$ cat src/hdl/padsr_pkg.sv
// Shared types, constants and helpers for the polyphonic ADSR envelope core.
// No dependencies; imported by every module of the block.
package padsr_pkg;

    localparam int LEVEL_W    = 24;
    localparam int CFG_W      = 12;
    localparam int NOTE_W     = 7;
    localparam int OP_W       = 2;
    localparam int VIDX_W     = 2;
    localparam int DIVISOR_W  = CFG_W + 1;
    localparam int VOICES_DEF = 4;

    localparam logic [LEVEL_W-1:0] ONE_Q23 = 24'h800000;

    typedef enum logic [1:0] {
        PH_ATTACK  = 2'd0,
        PH_DECAY   = 2'd1,
        PH_SUSTAIN = 2'd2,
        PH_RELEASE = 2'd3
    } t_phase;

    typedef enum logic [OP_W-1:0] {
        OP_TICK     = 2'd0,
        OP_NOTE_ON  = 2'd1,
        OP_NOTE_OFF = 2'd2
    } t_op;

    typedef enum logic [1:0] {
        REG_ATTACK  = 2'd0,
        REG_DECAY   = 2'd1,
        REG_SUSTAIN = 2'd2,
        REG_RELEASE = 2'd3
    } t_reg;

    typedef struct packed {
        logic [LEVEL_W-1:0] level;
        t_phase             phase;
        logic               active;
        logic               gate;
    } t_voice;

    typedef struct packed {
        logic                 start;
        logic [LEVEL_W-1:0]   dividend;
        logic [DIVISOR_W-1:0] divisor;
    } t_div_req;

    typedef struct packed {
        logic               done;
        logic [LEVEL_W-1:0] quotient;
    } t_div_rsp;

    // sustain knob scaled to Q1.23 (value/4096 of full scale)
    function automatic logic [LEVEL_W-1:0] sus_q23(input logic [CFG_W-1:0] sus);
        sus_q23 = {1'b0, sus, 11'b0};
    endfunction

endpackage

$ cat src/hdl/polyphonic_adsr_envelope_core.sv
// Polyphonic ADSR envelope core: voice store, sequencer, APB registers, output register.
// Depends on padsr_pkg, padsr_div and padsr_voice.
//
// Usage:
//   Slave stream: tuser carries the op (tick, note on, note off), tdata[6:0] the note.
//   Note on and note off are applied in the transaction's own cycle; ready stays high.
//   A tick computes the attack, decay and release steps with the shared divider
//   (three divisions in turn, one quotient bit per cycle), then walks the
//   voices one per cycle through the envelope unit while the output register is
//   free, sending one transaction each. Ready is low during the whole tick.
//   Master stream: tuser is the voice index, tlast marks the last voice of a tick.
//   A result sits in an output register; when the receiver stalls, the walk holds
//   on the current voice until the register is taken, and the next item may be
//   accepted while the last result of a tick still waits.
//   APB: registers attack, decay, sustain, release at byte 0, 4, 8, 12; pready is
//   always high. Write them only while the block is idle.
//   Reset (synchronous, active low): all voices silent in attack at level 0, gates off,
//   notes 0, knobs 0 except sustain at 2048, no result pending.
module polyphonic_adsr_envelope_core
    import padsr_pkg::*;
#(
    parameter int VOICES = VOICES_DEF
) (
    input  logic                i_clk,
    input  logic                i_rst_n,
    // slave stream
    input  logic                i_s_tvalid,
    output logic                o_s_tready,
    input  logic [7:0]          i_s_tdata,   // [6:0] note_number
    input  logic [OP_W-1:0]     i_s_tuser,   // [1:0] op
    // master stream
    output logic                o_m_tvalid,
    input  logic                i_m_tready,
    output logic [31:0]         o_m_tdata,   // [23:0] env_level, [25:24] env_phase,
                                             // [26] voice_active, [27] gate_on
    output logic [VIDX_W-1:0]   o_m_tuser,   // [1:0] voice_index
    output logic                o_m_tlast,   // last_voice
    // configuration
    input  logic                i_psel,
    input  logic                i_penable,
    input  logic                i_pwrite,
    input  logic [3:0]          i_paddr,
    input  logic [31:0]         i_pwdata,
    output logic [31:0]         o_prdata,
    output logic                o_pready
);

    localparam int IDXW = (VOICES > 1) ? $clog2(VOICES) : 1;
    localparam int HCW  = $clog2(VOICES + 1);

    typedef enum logic [1:0] {S_IDLE, S_DSTART, S_DWAIT, S_VOICE} t_state;
    typedef enum logic [1:0] {SEL_ATTACK, SEL_DECAY, SEL_RELEASE} t_sel;

    // configuration registers
    logic [CFG_W-1:0] r_attack;
    logic [CFG_W-1:0] r_decay;
    logic [CFG_W-1:0] r_sustain;
    logic [CFG_W-1:0] r_release;
    t_reg             w_reg;

    assign w_reg    = t_reg'(i_paddr[3:2]);
    assign o_pready = 1'b1;

    always_ff @(posedge i_clk) begin
        if (!i_rst_n) begin
            r_attack  <= '0;
            r_decay   <= '0;
            r_sustain <= CFG_W'(2048);
            r_release <= '0;
        end else if (i_psel && i_penable && i_pwrite) begin
            unique case (w_reg)
                REG_ATTACK:  r_attack  <= i_pwdata[CFG_W-1:0];
                REG_DECAY:   r_decay   <= i_pwdata[CFG_W-1:0];
                REG_SUSTAIN: r_sustain <= i_pwdata[CFG_W-1:0];
                default:     r_release <= i_pwdata[CFG_W-1:0];
            endcase
        end
    end

    always_comb begin
        unique case (w_reg)
            REG_ATTACK:  o_prdata = {{(32-CFG_W){1'b0}}, r_attack};
            REG_DECAY:   o_prdata = {{(32-CFG_W){1'b0}}, r_decay};
            REG_SUSTAIN: o_prdata = {{(32-CFG_W){1'b0}}, r_sustain};
            default:     o_prdata = {{(32-CFG_W){1'b0}}, r_release};
        endcase
    end

    // sequencer state and voice store
    t_state             r_state;
    t_sel               r_sel;
    logic [IDXW-1:0]    r_vidx;
    t_voice             r_voice [VOICES];
    logic [NOTE_W-1:0]  r_note  [VOICES];
    logic [LEVEL_W-1:0] r_step_a;
    logic [LEVEL_W-1:0] r_step_d;
    logic [LEVEL_W-1:0] r_step_r;
    logic               r_m_valid;
    logic [31:0]        r_m_data;
    logic [VIDX_W-1:0]  r_m_user;
    logic               r_m_last;

    t_div_req           w_req;
    t_div_rsp           w_rsp;
    t_voice             w_nxt;
    logic [VOICES-1:0]  w_gates;
    logic [HCW-1:0]     w_held;
    logic [IDXW-1:0]    w_slot;
    logic               w_accept;
    logic [NOTE_W-1:0]  w_note;
    logic [LEVEL_W-1:0] w_sus;
    logic [4:0]         w_vidx_ext;
    logic               w_last;

    assign o_s_tready = (r_state == S_IDLE);
    assign w_accept   = i_s_tvalid && o_s_tready;
    assign w_note     = i_s_tdata[NOTE_W-1:0];
    assign w_sus      = sus_q23(r_sustain);
    assign w_vidx_ext = 5'(r_vidx);
    assign w_last     = (r_vidx == IDXW'(VOICES - 1));

    always_comb begin
        for (int v = 0; v < VOICES; v++) begin
            w_gates[v] = r_voice[v].gate;
        end
        w_held = HCW'($countones(w_gates));
        w_slot = w_held[IDXW-1:0];
    end

    always_comb begin
        w_req.start = (r_state == S_DSTART);
        unique case (r_sel)
            SEL_ATTACK: begin
                w_req.dividend = ONE_Q23;
                w_req.divisor  = {1'b0, r_attack} + DIVISOR_W'(1);
            end
            SEL_DECAY: begin
                w_req.dividend = ONE_Q23 - w_sus;
                w_req.divisor  = {1'b0, r_decay} + DIVISOR_W'(1);
            end
            default: begin
                w_req.dividend = w_sus;
                w_req.divisor  = {1'b0, r_release} + DIVISOR_W'(1);
            end
        endcase
    end

    padsr_div u_div (
        .i_clk   (i_clk),
        .i_rst_n (i_rst_n),
        .i_req   (w_req),
        .o_rsp   (w_rsp)
    );

    padsr_voice u_voice (
        .i_cur     (r_voice[r_vidx]),
        .i_sustain (r_sustain),
        .i_step_a  (r_step_a),
        .i_step_d  (r_step_d),
        .i_step_r  (r_step_r),
        .o_nxt     (w_nxt)
    );

    always_ff @(posedge i_clk) begin
        if (!i_rst_n) begin
            r_state   <= S_IDLE;
            r_sel     <= SEL_ATTACK;
            r_vidx    <= '0;
            r_m_valid <= 1'b0;
            for (int v = 0; v < VOICES; v++) begin
                r_voice[v] <= '{level: '0, phase: PH_ATTACK, active: 1'b0, gate: 1'b0};
                r_note[v]  <= '0;
            end
        end else begin
            // during the walk the output register is reloaded whenever it is taken
            if (i_m_tready && r_state != S_VOICE) begin
                r_m_valid <= 1'b0;
            end
            unique case (r_state)
                S_IDLE: begin
                    if (w_accept) begin
                        unique case (i_s_tuser)
                            OP_TICK: begin
                                r_sel   <= SEL_ATTACK;
                                r_state <= S_DSTART;
                            end
                            OP_NOTE_ON: begin
                                if (w_held < HCW'(VOICES)) begin
                                    r_voice[w_slot] <= '{level: '0, phase: PH_ATTACK,
                                                         active: 1'b1, gate: 1'b1};
                                    r_note[w_slot]  <= w_note;
                                end
                            end
                            OP_NOTE_OFF: begin
                                for (int v = 0; v < VOICES; v++) begin
                                    if (r_note[v] == w_note) begin
                                        r_voice[v].gate <= 1'b0;
                                    end
                                end
                            end
                            default: ;
                        endcase
                    end
                end
                S_DSTART: begin
                    r_state <= S_DWAIT;
                end
                S_DWAIT: begin
                    if (w_rsp.done) begin
                        unique case (r_sel)
                            SEL_ATTACK: begin
                                r_step_a <= w_rsp.quotient;
                                r_sel    <= SEL_DECAY;
                                r_state  <= S_DSTART;
                            end
                            SEL_DECAY: begin
                                r_step_d <= w_rsp.quotient;
                                r_sel    <= SEL_RELEASE;
                                r_state  <= S_DSTART;
                            end
                            default: begin
                                r_step_r <= w_rsp.quotient;
                                r_vidx   <= '0;
                                r_state  <= S_VOICE;
                            end
                        endcase
                    end
                end
                default: begin
                    // advance one voice whenever the output register is free
                    if (!r_m_valid || i_m_tready) begin
                        r_voice[r_vidx] <= w_nxt;
                        r_m_valid       <= 1'b1;
                        r_m_data        <= {4'b0, w_nxt.gate, w_nxt.active,
                                            w_nxt.phase, w_nxt.level};
                        r_m_user        <= w_vidx_ext[VIDX_W-1:0];
                        r_m_last        <= w_last;
                        if (w_last) begin
                            r_state <= S_IDLE;
                        end else begin
                            r_vidx <= r_vidx + 1'b1;
                        end
                    end
                end
            endcase
        end
    end

    assign o_m_tvalid = r_m_valid;
    assign o_m_tdata  = r_m_data;
    assign o_m_tuser  = r_m_user;
    assign o_m_tlast  = r_m_last;

endmodule

$ cat src/hdl/padsr_div.sv
// Restoring divider, one quotient bit per cycle, shared by the envelope sequencer.
// Depends on padsr_pkg (widths and request/response structs).
module padsr_div
    import padsr_pkg::*;
(
    input  logic     i_clk,
    input  logic     i_rst_n,
    input  t_div_req i_req,
    output t_div_rsp o_rsp
);

    localparam int CNT_W = $clog2(LEVEL_W);

    logic                 r_busy;
    logic                 r_done;
    logic [CNT_W-1:0]     r_cnt;
    logic [LEVEL_W-1:0]   r_quo;
    logic [DIVISOR_W-1:0] r_rem;
    logic [DIVISOR_W-1:0] r_dvs;

    logic [DIVISOR_W:0]   w_trial;
    logic [DIVISOR_W:0]   w_diff;
    logic                 w_ge;
    logic [DIVISOR_W-1:0] n_rem;

    always_comb begin
        w_trial = {r_rem, r_quo[LEVEL_W-1]};
        w_diff  = w_trial - {1'b0, r_dvs};
        w_ge    = (w_trial >= {1'b0, r_dvs});
        n_rem   = w_ge ? w_diff[DIVISOR_W-1:0] : w_trial[DIVISOR_W-1:0];
    end

    always_ff @(posedge i_clk) begin
        if (!i_rst_n) begin
            r_busy <= 1'b0;
            r_done <= 1'b0;
            r_cnt  <= '0;
        end else begin
            r_done <= 1'b0;
            if (i_req.start) begin
                r_quo  <= i_req.dividend;
                r_dvs  <= i_req.divisor;
                r_rem  <= '0;
                r_cnt  <= '0;
                r_busy <= 1'b1;
            end else if (r_busy) begin
                r_rem <= n_rem;
                r_quo <= {r_quo[LEVEL_W-2:0], w_ge};
                r_cnt <= r_cnt + 1'b1;
                if (r_cnt == CNT_W'(LEVEL_W - 1)) begin
                    r_busy <= 1'b0;
                    r_done <= 1'b1;
                end
            end
        end
    end

    assign o_rsp.done     = r_done;
    assign o_rsp.quotient = r_quo;

endmodule

$ cat src/hdl/padsr_voice.sv
// One envelope step for a single voice: phase decisions and one shared add/subtract.
// Depends on padsr_pkg (voice struct, phase codes, Q1.23 constants).
module padsr_voice
    import padsr_pkg::*;
(
    input  t_voice             i_cur,
    input  logic [CFG_W-1:0]   i_sustain,
    input  logic [LEVEL_W-1:0] i_step_a,
    input  logic [LEVEL_W-1:0] i_step_d,
    input  logic [LEVEL_W-1:0] i_step_r,
    output t_voice             o_nxt
);

    logic [LEVEL_W-1:0] w_sus;
    logic [LEVEL_W-1:0] w_step;
    logic               w_add;
    logic [LEVEL_W:0]   w_res;
    logic [LEVEL_W-1:0] w_sat;

    always_comb begin
        w_sus = sus_q23(i_sustain);
        w_add = (i_cur.phase == PH_ATTACK);
        unique case (i_cur.phase)
            PH_ATTACK: w_step = i_step_a;
            PH_DECAY:  w_step = (i_step_d == '0) ? LEVEL_W'(1) : i_step_d;
            default:   w_step = (i_step_r == '0 && w_sus != '0) ? LEVEL_W'(1) : i_step_r;
        endcase
        // one adder: invert the operand and carry in for subtraction
        w_res = {1'b0, i_cur.level}
              + (w_add ? {1'b0, w_step} : ~{1'b0, w_step})
              + {{LEVEL_W{1'b0}}, ~w_add};
        // a borrow out of the subtraction saturates at zero
        w_sat = (!w_add && w_res[LEVEL_W]) ? '0 : w_res[LEVEL_W-1:0];

        o_nxt = i_cur;
        unique case (i_cur.phase)
            PH_ATTACK: begin
                if (i_cur.level >= ONE_Q23) begin
                    o_nxt.phase = PH_DECAY;
                    o_nxt.level = ONE_Q23;
                end else begin
                    o_nxt.level = w_sat;
                end
            end
            PH_DECAY: begin
                if (i_cur.level <= w_sus) begin
                    o_nxt.phase = PH_SUSTAIN;
                    o_nxt.level = w_sus;
                end else begin
                    o_nxt.level = w_sat;
                end
            end
            PH_SUSTAIN: begin
                if (!i_cur.gate) begin
                    o_nxt.phase = PH_RELEASE;
                end else begin
                    o_nxt.level = w_sus;
                end
            end
            default: begin
                if (i_cur.level == '0) begin
                    o_nxt.active = 1'b0;
                end else begin
                    o_nxt.level = w_sat;
                end
            end
        endcase
    end

endmodule

$ cat config.mk
export PLATFORM = sky130hd
export DESIGN_NAME = polyphonic_adsr_envelope_core
export DESIGN_NICKNAME = d
export VERILOG_FILES = /design/src/hdl/padsr_pkg.sv /design/src/hdl/polyphonic_adsr_envelope_core.sv /design/src/hdl/padsr_div.sv /design/src/hdl/padsr_voice.sv
export SDC_FILE = /design/constraint.sdc
export NUM_CORES = 1
export LEC_CHECK = 0
export BUFFER_PORTS_ARGS = -buffer_cell sky130_fd_sc_hd__buf_2
export CORE_ASPECT_RATIO = 1.2
export CORE_MARGIN = 4
export CORE_UTILIZATION = 45
export DETAILED_ROUTE_END_ITERATION = 12
export HOLD_SLACK_MARGIN = 0.15
export PLACE_DENSITY_LB_ADDON = 0.05
export SYNTH_ARGS = -nofsm -noshare
export SYNTH_HDL_FRONTEND = slang
export SYNTH_SLANG_ARGS = --single-unit
$ cat constraint.sdc
create_clock -name i_clk -period 4.68 [get_ports i_clk]
set_input_delay 0.468 -clock i_clk [delete_from_list [all_inputs] [get_ports i_clk]]
set_output_delay 0.468 -clock i_clk [all_outputs]
set_load 0.1 [all_outputs]
Word level (Yosys, flattened, before mapping)
Memories as Yosys holds them, arrays and structs flattened. A register that Yosys moved wholly into a read port is not among the register bits.
Index checks and enable logic that the tools add are counted.
{"block": "word_totals", "ram_bits": 140, "word_cells": 214, "ff_bits": 215, "n_memories": 2, "out_inout_bits": 70, "in_bits": 53}
{"name": "r_voice", "words": 4, "word_bits": 28, "rd": 5, "rd_clocked_by_memory_dff": 1, "write_ports": 4, "line_no": "polyphonic_adsr_envelope_core.sv:93", "rtl": "t_voice r_voice [VOICES];"}
{"name": "r_note", "words": 4, "word_bits": 7, "rd": 4, "rd_clocked_by_memory_dff": 0, "write_ports": 4, "line_no": "polyphonic_adsr_envelope_core.sv:94", "rtl": "logic [NOTE_W-1:0] r_note [VOICES];"}
{"block": "op_classes", "n_reduce_logical": 46, "addsub": 12, "magnitude_cmp": 4, "muxes": 96, "n_eq_ne": 22, "bitwise": 12}
{"op": "24-bit 2-to-1 mux", "count": 9}
{"op": "37-bit one-hot mux with 2 select lines", "count": 1}
{"op": "24-bit logical NOT", "count": 3}
{"op": "24-bit one-hot mux with 3 select lines", "count": 1}
{"op": "28-bit 2-to-1 mux", "count": 2}
{"op": "28-bit OR reduction", "count": 2}
{"op": "1-bit 2-to-1 mux", "count": 49}
{"op": "24-bit one-hot mux with 2 select lines", "count": 1}
{"op": "2-bit 2-to-1 mux", "count": 23}
{"op": "12-bit by 1-bit adder with 13-bit output, second input constant", "count": 3}
{"op": "12-bit one-hot mux with 3 select lines", "count": 1}
{"op": "7-bit equality test", "count": 4}
{"op": "13-bit 2-to-1 mux", "count": 2}
{"op": "24-bit by 25-bit adder with 25-bit output", "count": 1}
{"op": "25-bit by 1-bit adder with 25-bit output", "count": 1}
{"op": "25-bit 2-to-1 mux", "count": 1}
{"op": "24-bit NOT with 25-bit output", "count": 1}
{"op": "24-bit >= comparator, second input constant", "count": 1}
{"op": "24-bit by 23-bit <= comparator with 1-bit output", "count": 1}
{"op": "24-bit by 23-bit subtractor with 24-bit output, first input constant", "count": 1}
{"op": "5-bit AND reduction", "count": 3}
{"op": "14-bit by 13-bit >= comparator with 1-bit output", "count": 1}
{"op": "13-bit subtractor", "count": 1}
{"op": "2-bit one-hot mux with 2 select lines", "count": 3}
{"op": "other kinds (28)", "count": 76}

Logic depth before layout (Yosys ltp)
{"block": "logic_depth", "depth_word": 13, "depth_mapped": 21, "depth_no_buf": 17}

Cells and area by module
Synthesis repeated with hierarchy kept, for this count alone.
{"block": "unflattened", "hier_cells": 1536, "hier_area_um2": 18627.9}
{"module": "polyphonic_adsr_envelope_core", "area_each_um2": 13118.8, "seq_area_each_um2": 8438.1, "instances": 1, "cells_per_inst": 905}
{"module": "padsr_div", "area_each_um2": 2960.3, "seq_area_each_um2": 1641.6, "instances": 1, "cells_per_inst": 239}
{"module": "padsr_voice", "area_each_um2": 2548.7, "seq_area_each_um2": 0.0, "instances": 1, "cells_per_inst": 392}

Least setup slack after synthesis
Ideal clock, no wire load.
{"block": "synth_path", "kind": "flip-flop to flip-flop", "from": "reg with a tool-made name", "to": "mem r_voice[0][24] in the netlist's numbering, data pin", "path_stages_with_launch": 21, "setup_slack_ps": 96, "n_path_buf": 5, "synth_period_minus_slack_ps": 4584, "t_required_ps": 4404, "setup_ps": 276, "t_arrival_ps": 4308, "cell_sequence": "dfxtp_1 > buf_2 > mux2i_1 > mux2_2 > clkbuf_1 > clkbuf_1 > nor2_1 > a211oi_1 > a21oi_1 > ha_1 > clkbuf_1 > a21o_1 > nand2_1 > a21oi_1 > or4_1 > o221ai_1 > o21a_1 > clkbuf_1 > nor2_1 > a222oi_1 > nor2_1"}
{"item": "end: declaration", "line_no": "polyphonic_adsr_envelope_core.sv:93"}

==> impl_metrics.yaml <==
setup_path:
  start_kind: "flip-flop"
  crit_path_cell_trace: "buf_4 -> mux4_2 -> buf_12 -> a211oi_1 -> a21oi_1 -> ha_1 -> or3_1 -> o211ai_1 -> buf_4 -> nand2_1 -> a41o_1 -> a211o_1 -> nor3b_1 -> a222oi_1 -> buf_4 -> nor2_1"
  cp_common_cell: "buf_4"
  crit_type: "reg2reg"
  crit_fanout: 45
  critPathSlowestCell: "a222oi_1"
  cp-end-kind: "flip-flop"
  cpPeakStageDelay_ns: 0.55
  arrival_ns: 4.84
  crit_required_ns: 4.96
cells_and_area:
  fin_util: 0.524
  final_cell_area_um2: 21000
  nFillCells: 3579
  area_growth_pct: 14.2
  num_antenna_cells: 0
  nNetsFinal: 1820
  layout-drive-gt1-share: 0.161
global_routing:
  grt_overflow: 0
  first_global_vias: 12789
  grt_pass1_wl_um: 73100
  antenna_found_initial: 0
  grt_max_degree: 77
  grt_use_total: 0.213
drt:
  wl_met2_um: 23200
  wl_um: 46800
  drc: 0
  avgViaCountPerCell: 5.53
  wl_met1_um: 20200
  drt_iter0_markers: 942
  routedWlPerCell_um: 20.6
  drt_pre_antenna_iters: 7
  wl_met3_um: 2020
  highest-signal-layer: "met4"
  vias: 12534
  ant_nets: 0
die:
  rows: 80
  boundaryPins: 123
  core_area_um2: 40000
  initial_core_util: 0.459
  die_y_um: 229
  die_w_um: 192
  die-area_um2: 44100
pwr:
  p_total_mw: 10.9
  vdd_drop_max_mv: 0.346
  p_per_area_nw_per_um2: 520
  p_leak_nw: 8.04
outcome:
  status: "completed"
synthesis:
  synth_edf_count: 293
  synth-main-ff-cell: "edfxtp_1"
  synth_area_leaders: "edfxtp_1 48%, dfxtp_1 7.0%, mux4_2 4.9%, nor2_1 4.8%, mux2i_1 4.1%"
  avgSynthCellArea_um2: 11.5
  yosys_register_bits: 357
  syn-cell-area_um2: 18400
  synth_top_cell_by_area: "edfxtp_1"
  synth_cell_types: 71
  ys_seq_area_frac: 0.549
  postSynthCellCount: 1592
  synth_top_area_frac: 0.479
  synth_warnings: 0
  synthArstFlopShare: 0
placed_design:
  routabilityCongestion: 0.885
  dp_hpwl_um: 32600
  portBuffers: 74
  place_area_um2: 19600
clock_tree:
  htree_num_levels: 2
  clock_latency_ns: 0.55
  cts.sinks: 357
  root_buffer: "clkbuf_16"
  cts_buffers: 39
  cts_buffer_depth: 3
  clkTransAtPathRegs_ns: 0.06
  cts_tree: "yes"
sta:
  max_freq_mhz: 220
  max_slew.worst_pin.slew_ns: 0.884
  clock_skew_ns: 0.0310
  finalHoldViolations: 0
  drv_slew: 0
  post-route-period-util: 0.973
  post-route-min-period_ns: 4.55
  slew_headroom: 0.411
  fin_hold_ws_ns: 0.216
  setup_viol: 0
hold_path:
  hp-class: "in2reg"
flow_run:
  max-cap-violations: 0
==> logic make-up (layout without fill, tap and decap cells) <==
logic type	Yosys count	count (layout)	share of synthesized area
xor+xnor	63	63	0.0301
compound gates	277	277	0.102
simple gates	529	529	0.139
mux	117	117	0.0911
fa+ha+maj	63	63	0.0442
other cells	2	25	0.000409
buf+inv	184	303	0.0439
flops	357	357	0.549
==> worst max-delay path: cells and delay by family, from the launching register on <==
family	cells	cell delay [ns]
flip-flops	1	0.39
multiplexers	1	0.36
AO/OA/AOI/OAI	6	1.74
AND/OR/NAND/NOR	4	0.68
buffers and inverters	4	0.83
adder cells (fa/ha/maj)	1	0.24
==> synth_stat cells (18+ instances only) <==
cell and number:
o21ai_0 47, clkbuf_1 66, mux4_2 40, a21oi_1 80, nand2_1 56, edfxtp_1 293, nor2b_1 66, and2_1 28
nor2_1 235, buf_4 26, dfxtp_1 64, inv_1 80, mux2i_1 76, xor2_1 35, a211oi_1 26, xnor2_1 28
o21a_1 18, nand3_1 18, ha_1 60, nor3_1 32, nor4_1 23
==> final timing paths <==
check / slack (ns) / endpoint / cells past startpoint / start
setup / recovery: 0.13 / r_voice[3][20] / 16 / flip-flop
hold reg to reg: 0.50 / r_step_r[9] / 0 / u_div.r_quo[9]
setup reg to reg: 0.13 / r_voice[3][20] / 16 / flip-flop
hold / removal: 0.22 / r_sustain[11] / 3 / i_pwdata[11]
==> stage by stage <==
| step | TNS (ns) | setup slack [ns] | instances |
|---|---|---|---|
| after floorplan | 0 | 0.0956 | 1615 |
| after global placement | -0.848 | -0.0974 | 2192 |
| final | 0 | 0.127 | 2267 |
| after global routing | -0.0389 | -0.0115 | 2267 |
| after CTS | 0 | 0.0539 | 2264 |
| after detailed placement | -1.11 | -0.135 | 2192 |
==> routing by layer <==
layer	GRT usage	vias up
met1	0.283	6149
met4	0.0646	0
met5	0	-
met3	0.0294	69
li1	-	6021
met2	0.362	295
==> cells in the final DEF, fill, tap and decap left out, types with 30 or more instances in the layout <==
cell       count
nand2_1       56
dfxtp_1       62
mux4_2        40
a21oi_1       78
nor3_1        30
clkbuf_16     42
o21ai_0       45
xor2_1        35
edfxtp_1     293
buf_2         74
inv_1         80
nor2b_1       66
nor2_1       232
buf_4         76
mux2i_1       76
ha_1          59
==> flip-flops by register name, summed over array words and instances (netlist names), 2 cells and up, named ones only <==
register and flops:
r_voice 112, o_m_tdata 28, r_note 28, r_step_a 24, r_step_d 24, r_step_r 24, u_div.r_quo 24, u_div.r_dvs 13
u_div.r_rem 13, r_attack 12, r_decay 12, r_release 12, r_sustain 12, u_div.r_cnt 5, o_m_tuser 2, r_sel 2
r_state 2, r_vidx 2
==> cell type report <==
type / instances / area, um2 / area share
Sequential cell: 357 / 10100 / 0.481
Multi-Input combinational cell: 1074 / 7630 / 0.364
Clock buffer: 49 / 1090 / 0.0518
Timing Repair Buffer: 152 / 981 / 0.0468
Tap cell: 533 / 667 / 0.0318
Inverter: 80 / 300 / 0.0143
Clock inverter: 22 / 220 / 0.0105
==> power breakdown <==
part | leakage, nW | internal (mW) | switching, mW | total, mW
clock | 0.647 | 1.87 | 1.25 | 3.13
sequential | 3.36 | 3.79 | 0.130 | 3.92
combinational | 4.04 | 1.45 | 2.41 | 3.86
==> what timing repair did <==
action / in CTS / in global routing
endpoints found under the setup margin: 14 / 101
gates resized for setup: 4 / 9
pin swaps: 2 / 2
setup buffers: 1 / 3
gates cloned: 0 / 0
hold buffers: 0 / 0
Power figures use the tool's default switching activity.
